--- src/design/crw_pkg.sv ---
// Package for the command record walker: command codes, reply codes, ranks.
// Used by every module of the walker; depends on nothing.
package crw_pkg;

    localparam logic [31:0] CMD_TERMINATE   = 32'h1;
    localparam logic [31:0] CMD_STREAM_INFO = 32'h190;
    localparam logic [31:0] CMD_SET_ADDR    = 32'hc8;
    localparam logic [31:0] CMD_CHUNK       = 32'hc9;

    localparam logic [3:0] CODE_NONE       = 4'd0;
    localparam logic [3:0] CODE_STREAM_OP  = 4'd2;
    localparam logic [3:0] CODE_SEND_DONE  = 4'd13;
    localparam logic [3:0] CODE_TERMINATED = 4'd14;

    localparam logic [32:0] HEADER_BYTES = 33'd8;

    typedef enum logic [1:0] {
        RANK_NONE   = 2'd0,
        RANK_SEND   = 2'd1,
        RANK_STREAM = 2'd2,
        RANK_TERM   = 2'd3
    } rank_t;

    typedef enum logic [2:0] {
        KIND_OTHER  = 3'd0,
        KIND_STREAM = 3'd1,
        KIND_TERM   = 3'd2,
        KIND_SET    = 3'd3,
        KIND_CHUNK  = 3'd4
    } kind_t;

    // One classified event from the front part.
    typedef struct packed {
        logic        rec_done;   // a header completed and the record is valid
        kind_t       kind;
        logic        set_collect; // set-address record with len >= 4
        logic [31:0] len;
        logic [31:0] addr;        // payload address for stream-op
        logic        addr_done;   // fourth destination byte arrived
        logic [31:0] addr_value;
        logic        last;
    } event_t;

endpackage

--- src/design/crw_front.sv ---
// Front part of the walker: tracks byte offset, headers and payloads, and
// classifies each item into one event. Depends on crw_pkg.
module crw_front
(
    input  logic                clk,
    input  logic                rst_n,
    input  logic                in_valid,
    output logic                in_stall,
    input  logic [31:0]         flush_base,
    input  logic [31:0]         flush_size,
    input  logic [7:0]          data_byte,
    input  logic                has_byte,
    input  logic                last_byte,
    output logic                ev_valid,
    input  logic                ev_stall,
    output crw_pkg::event_t     ev
);

    typedef enum logic [2:0] {
        PH_HEADER  = 3'b001,
        PH_PAYLOAD = 3'b010,
        PH_STOPPED = 3'b100
    } phase_t;

    phase_t      phase_reg, phase_next;
    logic [31:0] offset_reg, offset_next;
    logic [2:0]  hdr_cnt_reg, hdr_cnt_next;
    logic [55:0] hdr_reg, hdr_next;
    logic [31:0] start_reg, start_next;
    logic [31:0] left_reg, left_next;
    logic        collect_reg, collect_next;
    logic [1:0]  acnt_reg, acnt_next;
    logic [23:0] asm_reg, asm_next;
    logic                ev_valid_reg;
    crw_pkg::event_t     ev_reg, ev_next;

    logic        take;
    logic [31:0] cmd_w, len_w;
    logic [32:0] room;

    assign in_stall = ev_valid_reg && ev_stall;
    assign take     = in_valid && !in_stall;
    assign ev_valid = ev_valid_reg;
    assign ev       = ev_reg;

    assign cmd_w = hdr_reg[31:0];
    assign len_w = {data_byte, hdr_reg[55:32]};
    assign room  = {1'b0, flush_size} - {1'b0, start_reg} - crw_pkg::HEADER_BYTES;

    always_comb
    begin
        phase_next   = phase_reg;
        offset_next  = offset_reg;
        hdr_cnt_next = hdr_cnt_reg;
        hdr_next     = hdr_reg;
        start_next   = start_reg;
        left_next    = left_reg;
        collect_next = collect_reg;
        acnt_next    = acnt_reg;
        asm_next     = asm_reg;
        ev_next             = '0;
        ev_next.kind        = crw_pkg::KIND_OTHER;
        ev_next.last        = last_byte;
        ev_next.len         = len_w;
        ev_next.addr        = flush_base + start_reg + 32'd8;
        ev_next.addr_value  = {data_byte, asm_reg};
        if (has_byte)
        begin
            offset_next = offset_reg + 32'd1;
            unique case (phase_reg)
                PH_HEADER:
                begin
                    if (hdr_cnt_reg == 3'd0
                        && ({1'b0, offset_reg} + crw_pkg::HEADER_BYTES) > {1'b0, flush_size})
                    begin
                        phase_next = PH_STOPPED;
                    end
                    else
                    begin
                        if (hdr_cnt_reg == 3'd0)
                        begin
                            start_next = offset_reg;
                        end
                        hdr_cnt_next = hdr_cnt_reg + 3'd1;
                        if (hdr_cnt_reg != 3'd7)
                        begin
                            hdr_next = hdr_reg;
                            hdr_next[hdr_cnt_reg*8 +: 8] = data_byte;
                        end
                        else
                        begin
                            // Room is computed modulo 2^32, as the walk defines it.
                            if (len_w > room[31:0])
                            begin
                                phase_next = PH_STOPPED;
                            end
                            else
                            begin
                                ev_next.rec_done = 1'b1;
                                collect_next = 1'b0;
                                priority if (cmd_w == crw_pkg::CMD_STREAM_INFO)
                                    ev_next.kind = crw_pkg::KIND_STREAM;
                                else if (cmd_w == crw_pkg::CMD_TERMINATE)
                                    ev_next.kind = crw_pkg::KIND_TERM;
                                else if (cmd_w == crw_pkg::CMD_SET_ADDR)
                                begin
                                    ev_next.kind = crw_pkg::KIND_SET;
                                    collect_next = (len_w >= 32'd4);
                                    acnt_next    = 2'd0;
                                    asm_next     = '0;
                                end
                                else if (cmd_w == crw_pkg::CMD_CHUNK)
                                    ev_next.kind = crw_pkg::KIND_CHUNK;
                                else
                                    ev_next.kind = crw_pkg::KIND_OTHER;
                                left_next  = len_w;
                                phase_next = (len_w == 32'd0) ? PH_HEADER : PH_PAYLOAD;
                            end
                        end
                    end
                end
                PH_PAYLOAD:
                begin
                    if (collect_reg)
                    begin
                        acnt_next = acnt_reg + 2'd1;
                        if (acnt_reg == 2'd3)
                        begin
                            ev_next.addr_done = 1'b1;
                            collect_next = 1'b0;
                        end
                        else
                        begin
                            asm_next = asm_reg;
                            asm_next[acnt_reg*8 +: 8] = data_byte;
                        end
                    end
                    left_next = left_reg - 32'd1;
                    if (left_reg == 32'd1)
                    begin
                        phase_next = PH_HEADER;
                    end
                end
                PH_STOPPED:
                begin
                end
                default:
                begin
                end
            endcase
        end
        if (last_byte)
        begin
            phase_next   = PH_HEADER;
            offset_next  = '0;
            hdr_cnt_next = '0;
            collect_next = 1'b0;
        end
    end

    always_ff @(posedge clk or negedge rst_n)
    begin
        if (!rst_n)
        begin
            phase_reg    <= PH_HEADER;
            offset_reg   <= '0;
            hdr_cnt_reg  <= '0;
            collect_reg  <= 1'b0;
            ev_valid_reg <= 1'b0;
        end
        else
        begin
            if (!in_stall)
            begin
                ev_valid_reg <= take;
            end
            if (take)
            begin
                phase_reg   <= phase_next;
                offset_reg  <= offset_next;
                hdr_cnt_reg <= hdr_cnt_next;
                collect_reg <= collect_next;
            end
        end
    end

    always_ff @(posedge clk)
    begin
        if (take)
        begin
            hdr_reg   <= hdr_next;
            start_reg <= start_next;
            left_reg  <= left_next;
            acnt_reg  <= acnt_next;
            asm_reg   <= asm_next;
            ev_reg    <= ev_next;
        end
    end

endmodule

--- src/design/crw_queue.sv ---
// Two-entry queue between the front and back parts of the walker.
// Depends on crw_pkg for the event type.
module crw_queue
(
    input  logic            clk,
    input  logic            rst_n,
    input  logic            wr_valid,
    output logic            wr_stall,
    input  crw_pkg::event_t wr_data,
    output logic            rd_valid,
    input  logic            rd_stall,
    output crw_pkg::event_t rd_data
);

    crw_pkg::event_t mem [2];
    logic       wp_reg, rp_reg;
    logic [1:0] cnt_reg;
    logic       push, pop;

    assign wr_stall = (cnt_reg == 2'd2);
    assign rd_valid = (cnt_reg != 2'd0);
    assign rd_data  = mem[rp_reg];
    assign push     = wr_valid && !wr_stall;
    assign pop      = rd_valid && !rd_stall;

    always_ff @(posedge clk or negedge rst_n)
    begin
        if (!rst_n)
        begin
            wp_reg  <= 1'b0;
            rp_reg  <= 1'b0;
            cnt_reg <= '0;
        end
        else
        begin
            if (push)
                wp_reg <= ~wp_reg;
            if (pop)
                rp_reg <= ~rp_reg;
            cnt_reg <= cnt_reg + {1'b0, push} - {1'b0, pop};
        end
    end

    always_ff @(posedge clk)
    begin
        if (push)
            mem[wp_reg] <= wr_data;
    end

endmodule

--- src/design/crw_back.sv ---
// Back part of the walker: counters, destination pointer, best reply and
// the result register. Depends on crw_pkg.
module crw_back
(
    input  logic            clk,
    input  logic            rst_n,
    input  logic            chunk_ack_enable,
    input  logic            ev_valid,
    output logic            ev_stall,
    input  crw_pkg::event_t ev,
    output logic            out_valid,
    input  logic            out_stall,
    output logic            reply_valid,
    output logic [3:0]      reply_code,
    output logic [31:0]     reply_data,
    output logic [31:0]     reply_len,
    output logic [31:0]     records_seen,
    output logic [31:0]     terminate_count,
    output logic [31:0]     stream_info_count,
    output logic [31:0]     replies_sent,
    output logic [31:0]     unanswered_count,
    output logic [31:0]     set_addr_count,
    output logic [31:0]     chunk_count,
    output logic [31:0]     upload_dest
);

    crw_pkg::rank_t rank_reg, rank_next;
    logic [3:0]  code_reg, code_next;
    logic [31:0] bdata_reg, bdata_next, blen_reg, blen_next;
    logic [31:0] rec_reg, term_reg, strm_reg, rep_reg, unans_reg, set_reg, chk_reg, dest_reg;
    logic [31:0] rec_next, term_next, strm_next, rep_next, unans_next, set_next, chk_next;
    logic [31:0] dest_next;
    logic        ovalid_reg;
    logic        take, emit, has_reply;

    assign ev_stall  = ovalid_reg && out_stall;
    assign take      = ev_valid && !ev_stall;
    assign out_valid = ovalid_reg;

    always_comb
    begin
        rank_next  = rank_reg;
        code_next  = code_reg;
        bdata_next = bdata_reg;
        blen_next  = blen_reg;
        rec_next   = rec_reg;
        term_next  = term_reg;
        strm_next  = strm_reg;
        rep_next   = rep_reg;
        unans_next = unans_reg;
        set_next   = set_reg;
        chk_next   = chk_reg;
        dest_next  = dest_reg;
        if (ev.rec_done)
        begin
            rec_next = rec_reg + 32'd1;
            unique case (ev.kind)
                crw_pkg::KIND_STREAM:
                begin
                    strm_next = strm_reg + 32'd1;
                    if (rank_reg != crw_pkg::RANK_NONE)
                        unans_next = unans_reg + 32'd1;
                    if (rank_reg != crw_pkg::RANK_STREAM && rank_reg != crw_pkg::RANK_TERM)
                    begin
                        rank_next  = crw_pkg::RANK_STREAM;
                        code_next  = crw_pkg::CODE_STREAM_OP;
                        bdata_next = ev.addr;
                        blen_next  = ev.len;
                    end
                end
                crw_pkg::KIND_TERM:
                begin
                    term_next = term_reg + 32'd1;
                    if (rank_reg != crw_pkg::RANK_NONE)
                        unans_next = unans_reg + 32'd1;
                    rank_next  = crw_pkg::RANK_TERM;
                    code_next  = crw_pkg::CODE_TERMINATED;
                    bdata_next = '0;
                    blen_next  = '0;
                end
                crw_pkg::KIND_CHUNK:
                begin
                    chk_next  = chk_reg + 32'd1;
                    dest_next = dest_reg + ev.len;
                    if (chunk_ack_enable)
                    begin
                        if (rank_reg != crw_pkg::RANK_NONE)
                            unans_next = unans_reg + 32'd1;
                        else
                        begin
                            rank_next  = crw_pkg::RANK_SEND;
                            code_next  = crw_pkg::CODE_SEND_DONE;
                            bdata_next = '0;
                            blen_next  = '0;
                        end
                    end
                end
                default:
                begin
                end
            endcase
        end
        if (ev.addr_done)
        begin
            dest_next = ev.addr_value;
            set_next  = set_reg + 32'd1;
        end
    end

    assign emit      = take && ev.last;
    assign has_reply = (rank_next != crw_pkg::RANK_NONE);

    always_ff @(posedge clk or negedge rst_n)
    begin
        if (!rst_n)
        begin
            rank_reg   <= crw_pkg::RANK_NONE;
            code_reg   <= '0;
            bdata_reg  <= '0;
            blen_reg   <= '0;
            rec_reg    <= '0;
            term_reg   <= '0;
            strm_reg   <= '0;
            rep_reg    <= '0;
            unans_reg  <= '0;
            set_reg    <= '0;
            chk_reg    <= '0;
            dest_reg   <= '0;
            ovalid_reg <= 1'b0;
        end
        else
        begin
            if (!ev_stall)
                ovalid_reg <= emit;
            if (take)
            begin
                rec_reg   <= rec_next;
                term_reg  <= term_next;
                strm_reg  <= strm_next;
                unans_reg <= unans_next;
                set_reg   <= set_next;
                chk_reg   <= chk_next;
                dest_reg  <= dest_next;
                rep_reg   <= rep_next + {31'd0, emit && has_reply};
                if (ev.last)
                begin
                    rank_reg  <= crw_pkg::RANK_NONE;
                    code_reg  <= '0;
                    bdata_reg <= '0;
                    blen_reg  <= '0;
                end
                else
                begin
                    rank_reg  <= rank_next;
                    code_reg  <= code_next;
                    bdata_reg <= bdata_next;
                    blen_reg  <= blen_next;
                end
            end
        end
    end

    always_ff @(posedge clk)
    begin
        if (emit)
        begin
            reply_valid       <= has_reply;
            reply_code        <= has_reply ? code_next : crw_pkg::CODE_NONE;
            reply_data        <= has_reply ? bdata_next : 32'd0;
            reply_len         <= has_reply ? blen_next : 32'd0;
            records_seen      <= rec_next;
            terminate_count   <= term_next;
            stream_info_count <= strm_next;
            replies_sent      <= rep_next + {31'd0, has_reply};
            unanswered_count  <= unans_next;
            set_addr_count    <= set_next;
            chunk_count       <= chk_next;
            upload_dest       <= dest_next;
        end
    end

endmodule

--- src/design/command_record_walker_top.sv ---
// Top level of the command record walker: front, queue, back and the config bit.
// Depends on crw_pkg, crw_front, crw_queue and crw_back.
//
//   channel  | handshake            | payload
//   input    | in_valid / in_stall  | flush_base flush_size data_byte has_byte last_byte
//   output   | out_valid / out_stall| reply_* and counter snapshot, upload_dest
//   config   | cfg_we               | cfg_data (chunk_ack_enable)
//
// One item per cycle is accepted while in_stall is low; the result for a flush passes
// through the front register, a queue entry and the result register after the edge that
// takes its last item. Reset clears all counters, the destination pointer and the walk
// state, and sets chunk acknowledge on. A stalled output fills the two-entry queue and
// the front register, then stalls the input.
module command_record_walker_top
(
    input  logic        clk,
    input  logic        rst_n,
    input  logic        cfg_we,
    input  logic        cfg_data,
    input  logic        in_valid,
    output logic        in_stall,
    input  logic [31:0] flush_base,
    input  logic [31:0] flush_size,
    input  logic [7:0]  data_byte,
    input  logic        has_byte,
    input  logic        last_byte,
    output logic        out_valid,
    input  logic        out_stall,
    output logic        reply_valid,
    output logic [3:0]  reply_code,
    output logic [31:0] reply_data,
    output logic [31:0] reply_len,
    output logic [31:0] records_seen,
    output logic [31:0] terminate_count,
    output logic [31:0] stream_info_count,
    output logic [31:0] replies_sent,
    output logic [31:0] unanswered_count,
    output logic [31:0] set_addr_count,
    output logic [31:0] chunk_count,
    output logic [31:0] upload_dest
);

    logic            ack_en_reg;
    logic            f_valid, f_stall, q_valid, q_stall;
    crw_pkg::event_t f_ev, q_ev;

    always_ff @(posedge clk or negedge rst_n)
    begin
        if (!rst_n)
            ack_en_reg <= 1'b1;
        else if (cfg_we)
            ack_en_reg <= cfg_data;
    end

    crw_front u_front
    (
        .clk(clk), .rst_n(rst_n),
        .in_valid(in_valid), .in_stall(in_stall),
        .flush_base(flush_base), .flush_size(flush_size), .data_byte(data_byte),
        .has_byte(has_byte), .last_byte(last_byte),
        .ev_valid(f_valid), .ev_stall(f_stall), .ev(f_ev)
    );

    crw_queue u_queue
    (
        .clk(clk), .rst_n(rst_n),
        .wr_valid(f_valid), .wr_stall(f_stall), .wr_data(f_ev),
        .rd_valid(q_valid), .rd_stall(q_stall), .rd_data(q_ev)
    );

    crw_back u_back
    (
        .clk(clk), .rst_n(rst_n), .chunk_ack_enable(ack_en_reg),
        .ev_valid(q_valid), .ev_stall(q_stall), .ev(q_ev),
        .out_valid(out_valid), .out_stall(out_stall),
        .reply_valid(reply_valid), .reply_code(reply_code),
        .reply_data(reply_data), .reply_len(reply_len),
        .records_seen(records_seen), .terminate_count(terminate_count),
        .stream_info_count(stream_info_count), .replies_sent(replies_sent),
        .unanswered_count(unanswered_count), .set_addr_count(set_addr_count),
        .chunk_count(chunk_count), .upload_dest(upload_dest)
    );

endmodule

--- config.mk ---
export PLATFORM = sky130hd
export DESIGN_NAME = command_record_walker_top
export DESIGN_NICKNAME = d
export VERILOG_FILES = /design/src/design/crw_pkg.sv /design/src/design/crw_front.sv /design/src/design/crw_queue.sv /design/src/design/crw_back.sv /design/src/design/command_record_walker_top.sv
export SDC_FILE = /design/constraint.sdc
export NUM_CORES = 2
export LEC_CHECK = 0
export ABC_CLOCK_PERIOD_IN_PS = 14600
export BUFFER_PORTS_ARGS = -buffer_cell sky130_fd_sc_hd__buf_2
export CAP_MARGIN = 20
export CELL_PAD_IN_SITES_DETAIL_PLACEMENT = 1
export CELL_PAD_IN_SITES_GLOBAL_PLACEMENT = 2
export CORE_UTILIZATION = 30
export DETAILED_ROUTE_END_ITERATION = 8
export PLACE_DENSITY = 0.7
export SYNTH_ARGS = -nofsm -noshare
export SYNTH_HDL_FRONTEND = slang
export SYNTH_SLANG_ARGS = --single-unit
--- constraint.sdc ---
create_clock -name clk -period 14.6 [get_ports clk]
set_input_delay 2.92 -clock clk [delete_from_list [all_inputs] [get_ports clk]]
set_output_delay 2.92 -clock clk [all_outputs]
set_load 0.03 [all_outputs]
After elaboration in Yosys (flattened, before gate mapping)
Memories as Yosys holds them, arrays and structs flattened.
Cells that the tools add are included.
{ "totals": {"regBits": 945, "ramBits": 204, "n_memories": 1} }
{ "mem_list": {"columns": ["memory", "depth", "word_bits", "rd", "rd_ports_with_merged_regs", "write_ports", "line", "source"], "rows": [
  ["u_queue.mem", 2, 102, 1, 0, 1, "crw_queue.sv:15", "crw_pkg::event_t mem [2];"]
]} }
{ "classes": {"n_addsub": 22, "n_lt_le_gt_ge": 3, "n_eq_ne": 29, "shifts": 4, "mux": 95, "bitwise": 5, "n_reduce_logical": 36} }
{ "ops": {"columns": ["op", "count"], "rows": [
  ["32-bit two-way mux", 29],
  ["32-bit by 1-bit adder with 32-bit output (second input constant)", 7],
  ["24-bit two-way mux", 8],
  ["32-bit one-hot mux with 3 select lines", 2],
  ["32-bit one-hot mux with 2 select lines", 2],
  ["32-bit by 1-bit adder with 32-bit output", 2],
  ["32-bit adder", 2],
  ["32-bit by 1-bit equality test with 1-bit output (second input constant)", 2],
  ["32-bit by 8-bit equality test with 1-bit output (second input constant)", 2],
  ["56-bit bitwise mux", 1],
  ["8-bit by 34-bit variable shift with 56-bit output (first input constant)", 1],
  ["8-bit by 34-bit indexed part select with 56-bit output", 1],
  ["24-bit one-hot mux with 2 select lines", 1],
  ["3-bit two-way mux", 14],
  ["5-bit negation with 34-bit output", 1],
  ["6-bit negation with 34-bit output", 1],
  ["8-bit by 34-bit variable shift with 24-bit output (first input constant)", 1],
  ["8-bit by 34-bit indexed part select with 24-bit output", 1],
  ["32-bit by 4-bit adder with 33-bit output (second input constant)", 1],
  ["33-bit by 32-bit > comparator with 1-bit output", 1],
  ["32-bit by 4-bit adder with 32-bit output (second input constant)", 1],
  ["32-bit by 9-bit equality test with 1-bit output (second input constant)", 1],
  ["32-bit by 3-bit greater-or-equal comparator with 1-bit output (second input constant)", 1],
  ["32-bit > comparator", 1],
  ["other kinds (44)", 110]
]} }

Depth between registers and ports, before layout
{ "logic_depth": {"depth_word": 10, "ltp_mapped": 24} }

Hierarchy
From an unflattened synthesis, not the netlist that was laid out.
{ "unflattened": {"hier_cells": 4772, "area_unflattened_um2": 56252.7} }
{ "modules_own_cells": {"columns": ["mod", "instances", "cells_per_inst", "area_each_um2", "seq_area_each_um2"], "rows": [
  ["crw_back", 1, 2778, 30932.2, 17942.2],
  ["crw_front", 1, 1653, 17394.2, 8209.1],
  ["crw_queue", 1, 339, 7885.1, 6286.0],
  ["command_record_walker_top", 1, 2, 41.3, 26.3]
]} }

Worst setup path before layout
Ideal clock, no wire load.
{ "synth_path": {"path_type": "input port to flip-flop", "from": "input out_stall", "to": "register u_back.chunk_count[0], enable pin", "arrival_ns": 17.095, "t_required_ns": 13.579, "setup_slack_ns": -3.517, "cell_stages": 5, "path_buffers": 2, "path_cell_list": "nand2_1 > o21ai_1 > clkbuf_1 > clkbuf_1 > nor2_1"} }
{ "synth_between": {"elab_chain_len": 4} }
{ "synth_rtl": {"columns": ["item", "line", "source"], "rows": [
  ["start: declaration", "command_record_walker_top.sv:28", "input logic out_stall,"],
  ["1-bit logical AND", "crw_back.sv:36", "assign ev_stall = ovalid_reg && out_stall;"],
  ["1-bit zero test", null, null],
  ["1-bit logical AND", "crw_back.sv:37", "assign take = ev_valid && !ev_stall;"],
  ["1-bit logical AND", "crw_back.sv:110", "assign emit = take && ev.last;"],
  ["named net u_back.emit", "crw_back.sv:34", "logic take, emit, has_reply;"],
  ["end signal: assignment", "crw_back.sv:177", "chunk_count <= chk_next;"],
  ["end: declaration", "crw_back.sv:23", "output logic [31:0] chunk_count,"]
]} }
The timed path passes the listed nets, and every way through them passes these cells.
A chain may end at the register's enable or synchronous reset.

Final worst setup path
{ "layout_path": {"from": "input flush_size[1]", "to": "register u_front.left_reg[20], enable pin"} }
{ "layout_between": {"elab_chain_len": 5} }
{ "layout_rtl": {"columns": ["item", "line", "source"], "rows": [
  ["start: declaration", "command_record_walker_top.sv:23", "input logic [31:0] flush_size,"],
  ["32-bit subtractor", "crw_front.sv:48", "assign room = {1'b0, flush_size} - {1'b0, start_reg} - crw_pkg::HEADER_BYTES;"],
  ["32-bit by 4-bit subtractor with 32-bit output", "crw_front.sv:48", null],
  ["32-bit > comparator", "crw_front.sv:93", "if (len_w > room[31:0])"],
  ["2-bit inequality test (no source line)", null, null],
  ["6-bit AND reduction (no source line) *", null, null],
  ["end signal: assignment", "crw_front.sv:193", "left_reg <= left_next;"],
  ["end: declaration", "crw_front.sv:30", "logic [31:0] left_reg, left_next;"]
]} }
Mark *: on every way between the ends. The rest lies on a longest branch, timed or not.

==> qor.txt <==
Setup crit end kind - flop
Yosys top cell area share - 0.416
Final hold vios - 0
Area contributors post-synth - edfxtp_1, dfrtp_1, ha_1, xnor2_1, xor2_1
DR pass1 iterations - 5
Post-synthesis instance total - 4,548
CTS clock-pin slew for the worst setup and hold paths - 50 ps
Post-CTS Hold Buffers - 0
Crit. Startpoint - flush_size[1]
Async SR Flop Fraction - 0.331
Post-CTS setup buffer count - 0
First-pass GRT wire length - 235,000 um
Max Root-Sink Buffers - 3
Post-synthesis cell type count - 109
Status - completed
Post-DP HPWL - 113,000 um
RSZ-0062 raised after global routing - no
Mapped Nets - 4,873
Number of setup violations in the final report - 0
Min-Delay Path Class - reg -> reg
H-tree level count - 4
Die area - 0.183 mm^2
Ports - 407
Worst Reg-to-Reg Cells - 24
Fin area - 0.0638 mm^2
RR Startpoint - u_front.start_reg[1]
Max reg flops - 188
Post-route minimum period - 8660 ps
WP data arrival - 9080 ps
Initial antenna violation count - 5
R2r endpoint - u_front.left_reg[20]
Vias in the first global route - 37,800
Tot Pwr - 12,700 uW
Period utilization - 0.593
Primary FF master, synth - edfxtp_1
Post-Synthesis Cell Area - 0.0544 mm^2
Placement Setup Slack - 5160 ps
CP Max Fanout - 32
Max cap viols - 0
WL final - 157,000 um
Post-CTS sizing - 0
Synthesis-stage register bit count - 1,125
Total track usage - 0.170
Initial drt markers - 1,835
Worst rel slew slack - 0.288
P&R area growth vs syn - 17.3%
Syn_area_per_cell - 12.0 um^2
Wire per inst - 21.1 um
Fmax - 0.115 GHz
WP data required - 15,020 ps
Count leader, synth - edfxtp_1
Least-Margin Pin Slew - 1060 ps
Die width - 428 um
Initial Utilization - 0.303
Register area share after synthesis - 0.587
Via density - 4.83
Port Buffers - 406
Layout cells sized above 1 - 0.159
Vias after detailed routing - 36,000
Maximum number of pins on one net before global-route repair - 94
Setup slack, reg-to-reg - 7500 ps
Worst Skew - 34.3 ps
CTS Root Cell - clkbuf_16
Setup TNS - 0 ps
Routed Antenna Nets - 0
Post-DP Area - 0.0591 mm^2
EDFF count, synth - 753
GRT overflow - 0
LEAKAGE - 0.0263 uW
Crit path to - u_front.left_reg[20]
Die Y - 428 um
Syn. warnings - 0
CTS Buf Count - 139
Power per cell area - 200 mW/mm^2
Row Count - 155
Nets - 5,298
GP Congestion - 0.814
Clock Latency Late Sink - 790 ps
CTS tree - built
Core Area - 0.179 mm^2
VDD IR-drop max - 0.000114 V
Clock sinks - 1,125
Final Max Slew Viols - 0
Yosys top cell by area - edfxtp_1
WS Path Type - in -> reg
Commonest cells in the synthesized netlist - edfxtp_1, nand2_1, nor2_1
DRC - 0
Crit start category - primary input
Final worst slack - 5940 ps
placed cells by master (no fill, tap or decap), types with 154 or more instances in the layout:
| cell | Yosys | final |
|---|---|---|
| a21oi_1 | 155 | 154 |
| buf_2 | 5 | 407 |
| dfrtp_1 | 370 | 369 |
| edfxtp_1 | 753 | 753 |
| ha_1 | 242 | 242 |
| inv_1 | 169 | 168 |
| nand2_1 | 427 | 426 |
| nor2_1 | 373 | 368 |
| o21ai_0 | 159 | 159 |
| xnor2_1 | 309 | 309 |
| xor2_1 | 278 | 278 |
stage by stage:
stage           util  std cells  hold slack, ps
2_1_floorplan      -       4548             418
3_3_place_gp   0.330       7185             422
3_5_place_dp   0.330       7185             431
4_1_cts        0.356       7439             442
5_1_grt        0.356       7441             447
6_report       0.356       7444             440
power by group:
part | internal (uW) | switching, uW
clock | 2110 | 1410
sequential | 4440 | 416
combinational | 1270 | 3090
worst min-delay path by stage:
| stage | slack [ps] | startpoint | cells after the start | end |
|---|---|---|---|---|
| after floorplan | 420 | u_front.asm_reg[9] | 0 | u_front.ev[10] |
| after global placement | 420 | u_front.asm_reg[12] | 0 | u_front.ev[13] |
| after detailed placement | 430 | u_front.asm_reg[12] | 0 | u_front.ev[13] |
| after CTS | 440 | u_front.ev[47] | 0 | u_queue.mem[1][47] |
| after global routing | 450 | u_front.ev[76] | 0 | u_queue.mem[0][76] |
| final | 440 | u_front.ev[47] | 0 | u_queue.mem[0][47] |
area by class of cell:
class	instances	area, um^2
tap	2355	2950
timing repair buffer	451	2370
clock inverter	69	726
fill	19500	115000
antenna	3	7.51
multi-input combinational	3087	21200
inverter	169	639
clock buffer	185	3950
sequential	1125	31900
per-layer routing:
| layer | GRT usage | routed length (um) | up-vias |
|---|---|---|---|
| met3 | 0.0305 | 5990 | 214 |
| li1 | - | - | 17100 |
| met1 | 0.216 | 69000 | 18100 |
| met4 | 0.0624 | 5220 | 4 |
| met2 | 0.288 | 76600 | 618 |
| met5 | 0 | 25 | - |
worst max-delay path: stages:
cell	delay, ps
buf_2	110
ha_1	290
ha_1	240
fa_1	420
a21o_1	180
a21oi_1	200
nand2b_1	150
a21o_1	190
a311oi_1	130
o31a_1	350
or4_4	450
a2111oi_2	380
nor3_1	110
ha_1	300
a21o_1	160
a21o_1	170
a211oi_1	210
o21ai_0	120
a21oi_1	190
a31oi_1	70
a311oi_1	690
nand3_1	380
a21oi_2	220
buf_4	410
kinds of logic (layout without fill, tap and decap cells):
kind of cell | count (synthesis) | in the layout | share of synthesized area
and+or+nand+nor | 1489 | 1489 | 0.133
DFF | 1125 | 1125 | 0.587
AOI/OAI and AO/OA | 652 | 652 | 0.0802
xor gates and xnor gates | 587 | 587 | 0.0946
buffers and inverters | 336 | 874 | 0.0250
adders and majority gates | 245 | 245 | 0.0568
muxes | 114 | 114 | 0.0227
other | 0 | 3 | 0
Note: power is estimated with default switching activity, not from simulation.
